File: config.mk
export PLATFORM = sky130hd
export DESIGN_NAME = tone_ramp_pattern_generator_top
export DESIGN_NICKNAME = d
export VERILOG_FILES = /design/src/trpg_pkg.sv /design/src/tone_ramp_pattern_generator_top.sv
export SDC_FILE = /design/constraint.sdc
export NUM_CORES = 1
export LEC_CHECK = 0
export ABC_AREA = 1
export BUFFER_PORTS_ARGS = -buffer_cell sky130_fd_sc_hd__buf_2
export CAP_MARGIN = 25
export CORE_AREA = 5 5 236 238
export DETAILED_ROUTE_END_ITERATION = 7
export DIE_AREA = 0 0 241 243
export HOLD_SLACK_MARGIN = 0.02
export SLEW_MARGIN = 25
export SYNTH_ARGS = -nofsm -noshare
export SYNTH_HDL_FRONTEND = slang
export SYNTH_SLANG_ARGS = --single-unit
File: constraint.sdc
create_clock -name clk -period 9.82 [get_ports clk]
set_clock_uncertainty 0.2 [all_clocks]
set_input_delay 1.473 -clock clk [delete_from_list [all_inputs] [get_ports clk]]
set_output_delay 1.473 -clock clk [all_outputs]
set_load 0.01 [all_outputs]
File: src/trpg_pkg.sv
// Shared types and constants for the tone ramp pattern generator.
package trpg_pkg;

  localparam logic [7:0] LEVEL_CEIL  = 8'd239;
  localparam logic [7:0] LEVEL_FLOOR = 8'd16;
  localparam logic [7:0] SIDE_OFFSET = 8'd2;

  // floor(x / 100) == (x * 5243) >> 19 for every x below 43690.
  localparam logic [12:0] PCT_RECIP = 13'd5243;
  localparam int          PCT_SHIFT = 19;

  localparam int CFG_IDX_W = 3;

  typedef enum logic [CFG_IDX_W-1:0] {
    REG_START_HIGH   = 3'd0,
    REG_START_LOW    = 3'd1,
    REG_HIGH_STEP    = 3'd2,
    REG_LOW_STEP     = 3'd3,
    REG_REPEAT_COUNT = 3'd4,
    REG_RAMP_STEPS   = 3'd5,
    REG_PLAT_STEPS   = 3'd6,
    REG_DUR_PERCENT  = 3'd7
  } reg_idx_t;

  typedef enum logic {
    ACT_START = 1'b0,
    ACT_NEXT  = 1'b1
  } action_t;

  typedef enum logic [2:0] {
    PH_UP      = 3'b001,
    PH_PLATEAU = 3'b010,
    PH_DOWN    = 3'b100
  } phase_t;

  typedef struct packed {
    logic       action;
    logic [7:0] note_length;
  } in_t;

  typedef struct packed {
    logic [7:0] level;
    logic [7:0] pulse_duration;
    logic       last_pair;
  } out_t;

  typedef struct packed {
    logic       running;
    phase_t     phase;
    logic [7:0] steps_left;
    logic [7:0] repeats_left;
  } seq_t;

endpackage

File: src/tone_ramp_pattern_generator_top.sv
// Top level of the tone ramp pattern generator: sequencer, level ramp and result register.
// The block takes one item per clock cycle while input ready is high, and shows each pair
// in the cycle after the transfer that caused it, from a single result register; a start
// item gives no transfer on the result side. Input ready stays high unless a result is held
// that the consumer has not taken. Every pair is worked out in one pass of logic from the
// sequencer state: a clamped add on one level and a clamped subtract on the other, a short
// phase advance of up to four steps, and one multiply by a reciprocal for the pulse duration.
module tone_ramp_pattern_generator_top (
  input  logic                               clk,
  input  logic                               rst_n,
  input  logic                               in_valid,
  output logic                               in_ready,
  input  trpg_pkg::in_t                      in_data,
  output logic                               out_valid,
  input  logic                               out_ready,
  output trpg_pkg::out_t                     out_data,
  input  logic                               cfg_we,
  input  logic [trpg_pkg::CFG_IDX_W-1:0]     cfg_index,
  input  logic [7:0]                         cfg_wdata
);
  import trpg_pkg::*;

  logic [7:0]  start_high_r, start_low_r, high_step_r, low_step_r;
  logic [7:0]  repeat_count_r, ramp_steps_r, plat_steps_r;
  logic [6:0]  dur_percent_r;

  logic [7:0]  high_level_r, high_level_nxt;
  logic [7:0]  low_level_r, low_level_nxt;
  logic [7:0]  high_side_r, high_side_nxt;
  logic [7:0]  low_side_r, low_side_nxt;
  logic [14:0] held_prod_r, held_prod_nxt;
  seq_t        seq_r, seq_nxt;
  logic [2:0]  slot_r, slot_nxt;

  logic        out_valid_r, out_valid_nxt;
  out_t        out_data_r, out_data_nxt;

  logic        in_fire;
  logic        ramp_step;
  logic [8:0]  sum_hi, sum_lo;
  logic [9:0]  dif_hi, dif_lo;
  logic [7:0]  high_new, low_new;
  logic [7:0]  level_sel;
  logic [27:0] dur_prod;
  seq_t        seq_start, seq_adv;

  function automatic seq_t settle(seq_t s, logic [7:0] ramp, logic [7:0] plat);
    seq_t r;
    r = s;
    if (ramp == 8'd0 && plat == 8'd0) begin
      r.running = 1'b0;
    end
    for (int i = 0; i < 4; i++) begin
      if (r.running && r.steps_left == 8'd0) begin
        case (r.phase)
          PH_UP: begin
            r.phase      = PH_PLATEAU;
            r.steps_left = plat;
          end
          PH_PLATEAU: begin
            r.phase      = PH_DOWN;
            r.steps_left = ramp;
          end
          default: begin
            if (r.repeats_left != 8'd0) begin
              r.repeats_left = r.repeats_left - 8'd1;
            end
            if (r.repeats_left == 8'd0) begin
              r.running = 1'b0;
            end else begin
              r.phase      = PH_UP;
              r.steps_left = ramp;
            end
          end
        endcase
      end
    end
    return r;
  endfunction

  assign in_ready  = !out_valid_r || out_ready;
  assign in_fire   = in_valid && in_ready;
  assign out_valid = out_valid_r;
  assign out_data  = out_data_r;

  always_ff @(posedge clk) begin
    if (!rst_n) begin
      start_high_r   <= 8'd128;
      start_low_r    <= 8'd128;
      high_step_r    <= 8'd1;
      low_step_r     <= 8'd1;
      repeat_count_r <= 8'd1;
      ramp_steps_r   <= 8'd1;
      plat_steps_r   <= 8'd1;
      dur_percent_r  <= 7'd100;
    end else if (cfg_we) begin
      case (reg_idx_t'(cfg_index))
        REG_START_HIGH:   start_high_r   <= cfg_wdata;
        REG_START_LOW:    start_low_r    <= cfg_wdata;
        REG_HIGH_STEP:    high_step_r    <= cfg_wdata;
        REG_LOW_STEP:     low_step_r     <= cfg_wdata;
        REG_REPEAT_COUNT: repeat_count_r <= cfg_wdata;
        REG_RAMP_STEPS:   ramp_steps_r   <= cfg_wdata;
        REG_PLAT_STEPS:   plat_steps_r   <= cfg_wdata;
        REG_DUR_PERCENT:  dur_percent_r  <= cfg_wdata[6:0];
        default: ;
      endcase
    end
  end

  always_comb begin
    sum_hi = {1'b0, high_level_r} + {1'b0, high_step_r};
    sum_lo = {1'b0, low_level_r} + {1'b0, low_step_r};
    dif_hi = {2'b00, high_level_r} - {2'b00, high_step_r};
    dif_lo = {2'b00, low_level_r} - {2'b00, low_step_r};

    if (seq_r.phase == PH_UP) begin
      high_new = (sum_hi > {1'b0, LEVEL_CEIL}) ? LEVEL_CEIL : sum_hi[7:0];
      low_new  = ($signed(dif_lo) < $signed({2'b00, LEVEL_FLOOR})) ? LEVEL_FLOOR
                                                                  : dif_lo[7:0];
    end else begin
      low_new  = (sum_lo > {1'b0, LEVEL_CEIL}) ? LEVEL_CEIL : sum_lo[7:0];
      high_new = ($signed(dif_hi) < $signed({2'b00, LEVEL_FLOOR})) ? LEVEL_FLOOR
                                                                   : dif_hi[7:0];
    end

    ramp_step = (slot_r == 3'd0) && (seq_r.phase != PH_PLATEAU);
    dur_prod  = {13'd0, held_prod_r} * {15'd0, PCT_RECIP};

    seq_start              = '0;
    seq_start.running      = (repeat_count_r != 8'd0);
    seq_start.phase        = PH_UP;
    seq_start.steps_left   = ramp_steps_r;
    seq_start.repeats_left = repeat_count_r;
    seq_start              = settle(seq_start, ramp_steps_r, plat_steps_r);

    seq_adv = seq_r;
    if (slot_r >= 3'd5) begin
      if (seq_adv.steps_left != 8'd0) begin
        seq_adv.steps_left = seq_adv.steps_left - 8'd1;
      end
      seq_adv = settle(seq_adv, ramp_steps_r, plat_steps_r);
    end

    high_level_nxt = high_level_r;
    low_level_nxt  = low_level_r;
    high_side_nxt  = high_side_r;
    low_side_nxt   = low_side_r;
    held_prod_nxt  = held_prod_r;
    seq_nxt        = seq_r;
    slot_nxt       = slot_r;
    level_sel      = high_level_r;

    out_valid_nxt = out_valid_r && !out_ready;
    out_data_nxt  = out_data_r;

    if (in_fire) begin
      if (in_data.action == ACT_START) begin
        high_level_nxt = start_high_r;
        low_level_nxt  = start_low_r;
        high_side_nxt  = 8'd1;
        low_side_nxt   = 8'd1;
        held_prod_nxt  = {7'd0, in_data.note_length} * {8'd0, dur_percent_r};
        seq_nxt        = seq_start;
        slot_nxt       = 3'd0;
      end else if (seq_r.running) begin
        if (ramp_step) begin
          high_level_nxt = high_new;
          low_level_nxt  = low_new;
          high_side_nxt  = high_new - SIDE_OFFSET;
          low_side_nxt   = low_new + SIDE_OFFSET;
        end
        case (slot_r)
          3'd1:    level_sel = high_side_nxt;
          3'd4:    level_sel = low_side_nxt;
          default: level_sel = high_level_nxt;
        endcase
        if (slot_r >= 3'd5) begin
          slot_nxt = 3'd0;
          seq_nxt  = seq_adv;
        end else begin
          slot_nxt = slot_r + 3'd1;
        end
        out_valid_nxt               = 1'b1;
        out_data_nxt.level          = level_sel;
        out_data_nxt.pulse_duration = dur_prod[PCT_SHIFT+7:PCT_SHIFT];
        out_data_nxt.last_pair      = !seq_nxt.running;
      end
    end
  end

  always_ff @(posedge clk) begin
    if (!rst_n) begin
      high_level_r <= 8'd0;
      low_level_r  <= 8'd0;
      high_side_r  <= 8'd1;
      low_side_r   <= 8'd1;
      held_prod_r  <= 15'd0;
      seq_r        <= '{running: 1'b0, phase: PH_UP, steps_left: 8'd0,
                        repeats_left: 8'd0};
      slot_r       <= 3'd0;
      out_valid_r  <= 1'b0;
    end else begin
      high_level_r <= high_level_nxt;
      low_level_r  <= low_level_nxt;
      high_side_r  <= high_side_nxt;
      low_side_r   <= low_side_nxt;
      held_prod_r  <= held_prod_nxt;
      seq_r        <= seq_nxt;
      slot_r       <= slot_nxt;
      out_valid_r  <= out_valid_nxt;
    end
  end

  always_ff @(posedge clk) begin
    out_data_r <= out_data_nxt;
  end

endmodule
==> results.yml, run 1 <==
cts:
  root_buffer: "clkbuf_16"
  numCtsBuffers: 17
  cts_tree: "built"
  cts_resized: 0
  clk_pin_slew_ns: 0.07
  post_cts_buffers: 0
  ctsHoldBuffers: 0
  htreeDepth: 4
  cts_buffer_depth: 2
  cts_sinks: 151
  clk_latency_ns: 0.44
sta:
  tightestPinTransition_ns: 0.989
  rsz0062_at_grt: "false"
  fmax_mhz: 176
  finalCritPeriodShare_pct: 57.9
  relSlewSlack_pct: 33.9
  drv_slew: 0
  finalHoldViolCount: 0
  tns_ns: 0
  setup_viol: 0
  period_needed_ns: 5.68
global_routing:
  grt_pass1_wl_um: 70100
  grt_max_degree: 75
  grtUsageTotal_pct: 14.6
  grt-ovfl-total: 0
  antenna_found_initial: 0
  grt_pass1_vias: 13332
drt:
  wl_um: 43200
  drc: 0
  antenna_left: 0
  drt-pass1-iter-count: 5
  routedWlPerCell_um: 14.8
  vias: 14132
  drt_iter0_drc: 958
  viasPerCell: 4.85
power_and_ir_drop:
  peakVddDrop_mv: 0.0812
  power_leakage_uw: 0.00865
  powerDensity_nw_per_um2: 152
logic_synthesis:
  synth.avg_cell_area_um2: 7.20
  synth_cell_type_count: 56
  synth_cells: 2188
  synth_nets: 2490
  synthesis.area_um2: 15700
  async_flop_share_pct: 0
  synth_edf_count: 17
  ys_seq_elements: 151
  yosysSeqAreaShare_pct: 20.3
  yosys_warnings: 0
  synth_flop_cell: "dfxtp_1"
cells_and_area:
  final_common_cell: "nand2_1"
  finalNetCount: 2504
  layout.cells.non_filler: 2911
  area_growth_pct: 9.51
  largest_reg_flops: 20
  insertedDiodeCount: 0
  fin_area_um2: 17200
  layout-drive-gt1-share_pct: 8.85
  top_register: "seq_r"
  mostFrequentLayoutCells: "476 x nand2_1, 357 x inv_1, 176 x ha_1"
placed_design:
  finalWeightedCongestion: 0.906
  place.port_buffers: 43
  place_inst: 2879
  place_area_um2: 16700
  dp_hpwl_um: 34100
setup_path:
  critPathRequiredTime_ns: 9.95
  worstPathArrival_ns: 5.81
  start_kind: "input pin"
  crit_family: "adder cells"
  endpoint_kind: "flip-flop"
  worst-path-buf-inv: 9
  worstPathMaxFanout: 7
  slowest_delay_ns: 0.57
  r2r_cells: 29
  cp_common_cell: "inv_1"
  cp_slowest_cell: "fa_1"
  criticalPathCategory: "input pin to flip-flop"
  cp.depth: 29
run:
  maxCapViolCount: 0
min_path:
  hp-class: "flip-flop to flip-flop"
  whs_path_depth: 2
status:
  status: "completed"
die:
  rows: 85
  die_y_um: 243
  core_um2: 53400
  io_pins: 44
  die_area_um2: 58600
  initial_core_util_pct: 29.5
  floorplan.die.width_um: 241
## path summary, 6_finish.rpt
| kind | startpoint | to | slack [ns] |
|---|---|---|---|
| worst max register to register | seq_r[16] | seq_r[9] | 4.27 |
| worst min-delay path | start_low_r[0] | start_low_r[0] | 0.26 |
| worst max-delay path | in_data[2] | held_prod_r[13] | 4.14 |
| worst min register to register | start_low_r[0] | start_low_r[0] | 0.26 |
## cell usage after synthesis (all sizes together) (9+ instances only)
master | n | area share (%)
o21ai | 161 | 5.2
fa | 101 | 13
ha | 176 | 14
buf | 13 | 0.54
nor3 | 17 | 0.71
a21oi | 155 | 5.1
nand4 | 26 | 1.0
nand2 | 514 | 13
nor2 | 201 | 5.8
o211ai | 11 | 0.52
nand3 | 123 | 4.5
dfxtp | 134 | 17
edfxtp | 17 | 3.2
clkbuf | 43 | 1.0
inv | 368 | 8.8
xor2 | 41 | 2.3
a221oi | 9 | 0.50
o21bai | 16 | 0.76
## cell families (layout without fill, tap and decap cells)
kind of cell,after synthesis,count (layout),share of synthesized area (%)
buffers and inverters,428,455,10.4
other,2,2,0.0477
adder cells (fa/ha/maj),277,277,26.8
XOR/XNOR,49,49,2.73
AND/OR/NAND/NOR,892,892,25.8
AO/OA/AOI/OAI,389,389,13.9
flip-flops,151,151,20.3
## through the flow
step	hold WS [ns]	setup slack (ns)	total power, uW	util [%]
floorplan	0.229	4.22	1670	-
finish	0.257	4.14	2620	32.3
global placement	0.247	3.77	1950	31.2
CTS	0.260	4.18	2640	32.3
detailed placement	0.249	3.71	1970	31.2
global route	0.272	3.70	2870	32.3
## layout make-up
type	instances	area [um2]
clock buffers	17	425
clock inverters	15	158
fillers	5694	36100
inverters	372	1400
multi-input cells	1609	10900
flip-flops and latches	151	3190
well taps	696	871
repair buffers	51	275
## power breakdown
group | switching [uW] | leakage (uW) | internal [uW]
clock | 317 | 0.000281 | 339
combinational | 795 | 0.00712 | 464
sequential | 43.7 | 0.00125 | 663
## worst reg2reg max path, delay by kind of cell, from the launching register on
kind | cells | cell delay, ns
AND/OR/NAND/NOR | 19 | 2.71
buffers and inverters | 4 | 1.04
AO/OA/AOI/OAI | 3 | 0.49
adder cells (fa/ha/maj) | 2 | 0.47
flip-flops | 1 | 0.35
XOR/XNOR | 1 | 0.21
## per-layer routing
layer | up-vias | global-route usage (%) | wire (um)
li1 | 7055 | - | -
met1 | 6650 | 21.6 | 20900
met2 | 380 | 23.0 | 19400
met3 | 47 | 1.77 | 2150
met4 | 0 | 2.94 | 709
met5 | - | 0 | 0
Power figures use the tool's default switching activity.
==> inputs of run 2 (changes only) <==
clock period = 5.17 ns   (was 9.82 ns; I/O delays follow)
==> results.yml, run 2 (synthesis gave the netlist of run 1 again) <==
global_routing:
  grt.busiest_layer: "met2"
  grt_pass1_wl_um: 73100
  grt_pass1_vias: 14095
  antenna_found_initial: 1
  gr-usage-met3_pct: 1.90
  grtUsageTotal_pct: 15.1
  grt-ovfl-total: 0
  grt_max_degree: 87
  use_met2_pct: 23.9
  gr-usage-met1_pct: 21.8
cells_and_area:
  area_growth_pct: 15.7
  finalNetCount: 2595
  mostFrequentLayoutCells: "473 x nand2_1, 351 x inv_1, 168 x nor2_1"
  fillers: 5680
  top_register: "seq_r"
  final-seq-area_um2: 3210
  layout-drive-gt1-share_pct: 14.6
  final_common_cell: "nand2_1"
  insertedDiodeCount: 0
  utilization_pct: 34.1
  multi_input_area_um2: 11100
  largest_reg_flops: 20
sta:
  period_needed_ns: 4.96
  tightestPinTransition_ns: 0.996
  relSlewSlack_pct: 33.4
  fmax_mhz: 202
  finalCritPeriodShare_pct: 95.9
  setup_viol: 0
  worst_slack_ns: 0.211
  finalHoldViolCount: 0
  drv_slew: 0
die:
  die_area_um2: 58600
  rows: 85
  die_y_um: 243
  floorplan.die.width_um: 241
  initial_core_util_pct: 29.5
  io_pins: 44
  core_um2: 53400
setup_path:
  crit_family: "adder cells"
  cp_common_cell: "fa_1"
  crit_start: "held_prod_r[4]"
  cp_slowest_cell: "fa_1"
  start_kind: "flip-flop"
  endpoint_kind: "flip-flop"
  slowest_delay_ns: 0.53
  criticalPathCategory: "flip-flop to flip-flop"
  r2r-start: "held_prod_r[4]"
  crit_chain: "buf_4 > buf_6 > fa_1 > ha_2 > fa_1 > inv_1 > fa_1 > fa_1 > inv_1 > ha_1 > nand2_1 > nor2_1 > a21oi_2 > o221ai_2 > a21o_1 > nand2_1 > nand2_2 > a21oi_2 > o21bai_1 > buf_4 > buf_4 > xor2_1"
  worstPathArrival_ns: 4.95
  worstPathMaxFanout: 4
  critPathRequiredTime_ns: 5.16
  worst-path-buf-inv: 6
cts:
  clk_pin_slew_ns: 0.07
  numCtsBuffers: 17
  root_buffer: "clkbuf_16"
  clk_latency_ns: 0.45
  ctsHoldBuffers: 0
  cts_sinks: 151
  htreeDepth: 4
  cts_buffer_depth: 2
  cts_tree: "built"
placed_design:
  finalWeightedCongestion: 0.904
  post-place-ws_ns: -0.205
  place.port_buffers: 43
  dp_hpwl_um: 35700
power_and_ir_drop:
  switchingPower_uw: 2270
  power_leakage_uw: 0.00912
  peakVddDrop_mv: 0.270
  combinationalPowerShare_pct: 50.3
  powerDensity_nw_per_um2: 288
  power.share.clock_pct: 24.4
  seqPwrFrac_pct: 25.3
  p_total_uw: 5250
  p_int_uw: 2980
  switching_share_pct: 43.2
run:
  maxCapViolCount: 0
min_path:
  hold_start: "start_high_r[1]"
  hp-class: "flip-flop to flip-flop"
drt:
  drt_iter0_drc: 1057
  wl_um: 44800
  viasPerCell: 4.80
  drt-pass1-iter-count: 8
  routedWlPerCell_um: 14.9
  vias: 14418
  drc: 0
  antenna_left: 0
status:
  status: "completed"
## run 2: worst paths after layout
check	end	slack [ns]	cells past startpoint
min reg2reg	start_high_r[1]	0.26	2
max reg2reg	out_data[5]	0.21	22
min	start_high_r[1]	0.26	2
max	out_data[5]	0.21	22
## run 2: power groups by stage
| stage | sequential [uW] | clock, uW | combinational [uW] |
|---|---|---|---|
| 6_report | 1330 | 1280 | 2640 |
| 5_1_grt | 1340 | 1360 | 3030 |
| 4_1_cts | 1330 | 1310 | 2550 |
| 3_5_place_dp | 1350 | 0 | 2500 |
| 3_3_place_gp | 1350 | 0 | 2450 |
| 2_1_floorplan | 1340 | 0 | 1840 |
## run 2: worst reg2reg max path, stage by stage (launching register included)
cell and delay [ns]:
dfxtp_2 0.32, buf_4 0.14, buf_6 0.13, fa_1 0.48, ha_2 0.21, fa_1 0.53
inv_1 0.05, fa_1 0.47, fa_1 0.53, inv_1 0.04, ha_1 0.29, nand2_1 0.06
nor2_1 0.04, a21oi_2 0.17, o221ai_2 0.12, a21o_1 0.18, nand2_1 0.07, nand2_2 0.06
a21oi_2 0.13, o21bai_1 0.11, buf_4 0.15, buf_4 0.12, xor2_1 0.14
## run 2: metrics by stage
step	hold slack, ns	instances	setup TNS (ns)	instance area [um2]
finish	0.261	3002	0	18200
floorplan	0.229	2188	0	15700
CTS	0.266	2993	0	17900
detailed placement	0.254	2957	-0.730	17200
global placement	0.244	2957	-0.243	17200
global route	0.288	3002	-0.00316	18200
## run 2: repair_timing
action | 4_1_cts | 5_1_grt
endpoints found under the setup margin | 3 | 10
resized for setup | 13 | 51
pin swaps | 15 | 33
buffers inserted | 4 | 10
## run 2: layout make-up
class                           count  area share, %
Inverter                          372           7.69
Clock inverter                     15          0.976
Multi-Input combinational cell   1609           61.2
Clock buffer                       17           2.34
Timing Repair Buffer              142           5.37
Tap cell                          696           4.78
Sequential cell                   151           17.6
## run 2: layer usage
metal / wire, um / up-vias
li1: - / 7226
met1: 21300 / 6761
met2: 20200 / 363
met3: 2310 / 66
met4: 1010 / 2
met5: 13 / -
==> inputs of run 3 (changes only) <==
CORE_AREA = 5 5 211 265   (was 5 5 236 238)
DIE_AREA = 0 0 216 270   (was 0 0 241 243)
==> results.yml, run 3 (synthesis gave the netlist of run 1 again) <==
global_routing:
  grtUsageTotal_pct: 15.4
  antenna_found_initial: 0
  grt_pass1_wl_um: 73800
  grt_max_degree: 63
  grt_pass1_vias: 14374
  grt-ovfl-total: 0
placed_design:
  post-place-ws_ns: -0.246
  finalWeightedCongestion: 0.940
  place.port_buffers: 43
  dp_hpwl_um: 37300
  place_area_um2: 17300
sta:
  tightestPinTransition_ns: 0.971
  setup_viol: 0
  rsz0062_at_grt: "true"
  drv_slew: 0
  finalHoldViolCount: 0
  fmax_mhz: 200
  finalCritPeriodShare_pct: 96.5
  relSlewSlack_pct: 35.1
  worst_slack_ns: 0.182
  period_needed_ns: 4.99
power_and_ir_drop:
  powerDensity_nw_per_um2: 292
  p_total_uw: 5370
  switchingPower_uw: 2320
  seqPwrFrac_pct: 24.8
  combinationalPowerShare_pct: 51.6
  power.share.clock_pct: 23.6
  switching_share_pct: 43.3
  peakVddDrop_mv: 0.218
  power_leakage_uw: 0.00912
  p_int_uw: 3040
setup_path:
  worstPathArrival_ns: 4.99
  worstPathMaxFanout: 6
  slowest_delay_ns: 0.59
  start_kind: "flip-flop"
  regToRegSetupSlack_ns: 0.18
  criticalPathCategory: "flip-flop to flip-flop"
  cp_common_cell: "fa_1"
  endpoint_kind: "flip-flop"
  critPathRequiredTime_ns: 5.17
  cp_slowest_cell: "fa_1"
  crit_chain: "ha_1 > inv_1 > fa_1 > fa_1 > inv_1 > fa_1 > fa_1 > ha_4 > a21oi_2 > o21ai_1 > a21oi_2 > o221ai_2 > a21o_1 > nand2_1 > nand2_2 > a21oi_2 > o21bai_1 > a21oi_1 > o21bai_1 > xor2_1"
cells_and_area:
  area_growth_pct: 16.5
  fin_area_um2: 18400
  multi_input_area_um2: 11300
  largest_reg_flops: 20
  fillers: 5604
  mostFrequentLayoutCells: "473 x nand2_1, 344 x inv_1, 166 x nor2_1"
  finalNetCount: 2601
  layout-drive-gt1-share_pct: 15.8
  top_register: "seq_r"
  utilization_pct: 34.5
  insertedDiodeCount: 0
  final-seq-area_um2: 3230
  final_common_cell: "nand2_1"
die:
  die_area_um2: 58300
  core_um2: 53100
  rows: 95
  initial_core_util_pct: 29.6
  die_y_um: 270
  floorplan.die.width_um: 216
  io_pins: 44
status:
  status: "completed"
drt:
  vias: 14564
  viasPerCell: 4.87
  routedWlPerCell_um: 15.4
  drc: 0
  wl_um: 46000
  antenna_left: 0
  drt_iter0_drc: 752
  drt-pass1-iter-count: 6
cts:
  clk_pin_slew_ns: 0.07
  cts_sinks: 151
  htreeDepth: 4
  ctsHoldBuffers: 0
  clk_latency_ns: 0.44
  cts_buffer_depth: 2
  root_buffer: "clkbuf_16"
  cts_tree: "built"
  numCtsBuffers: 17
min_path:
  hp-class: "flip-flop to flip-flop"
run:
  maxCapViolCount: 0
[run 3: cell count changes in the layout (fill, tap and decap cells not counted), sizes merged]
cell,previous run,this run
buf,142,148
clkinv,8,6
clkinvlp,1,3
[run 3: stage by stage]
stage	setup TNS, ns	hold slack (ns)	std cells
global route	-0.221	0.284	2991
CTS	0	0.266	2982
finish	0	0.268	2991
floorplan	0	0.229	2188
global placement	-0.660	0.242	2948
detailed placement	-1.18	0.256	2948
[run 3: timing repair]
action / 4_1_cts / 5_1_grt
pin swaps: 27 / 58
buffers inserted: 3 / 10
setup endpoints to repair: 4 / 12
hold endpoints to repair: 0 / 0
resized for setup: 31 / 65
[run 3: metal layers]
layer  share of wire, %  up-vias  wire length [um]  GRT usage, %
met3                2.8       85              1290          1.38
met2                 53      323             24600          29.1
met5                  0        -                 0             0
li1                   -     7257                 -             -
met4                3.4        0              1540          6.01
met1                 40     6899             18600          17.9
[run 3: final timing paths]
kind | startpoint | endpoint | depth (start not counted)
worst min-delay path | low_side_r[6] | low_side_r[6] | 2
worst min register to register | low_side_r[6] | low_side_r[6] | 2
worst max-delay path | held_prod_r[9] | out_data[7] | 20
worst max register to register | held_prod_r[9] | out_data[7] | 20
[run 3: cell type report]
cell class	count	share of cell area [%]
multi-input cells	1609	61.4
flip-flops and latches	151	17.6
inverters	372	7.61
repair buffers	148	5.55
well taps	679	4.63
clock buffers	17	2.32
clock inverters	15	0.880
[run 3: power by group through the flow]
stage | Combinational [uW] | Sequential [uW] | Clock, uW
2_1_floorplan | 1840 | 1340 | 0
3_3_place_gp | 2470 | 1350 | 0
3_5_place_dp | 2540 | 1350 | 0
4_1_cts | 2610 | 1330 | 1300
5_1_grt | 3160 | 1340 | 1350
6_report | 2770 | 1330 | 1270
[run 3: worst max-delay path: cells and delay by family, from the launching register on]
kind | cells | cell delay [ns]
xor+xnor | 1 | 0.16
fa+ha+maj | 6 | 2.55
flops | 1 | 0.37
simple gates | 2 | 0.15
compound gates | 9 | 1.19
buf+inv | 2 | 0.13
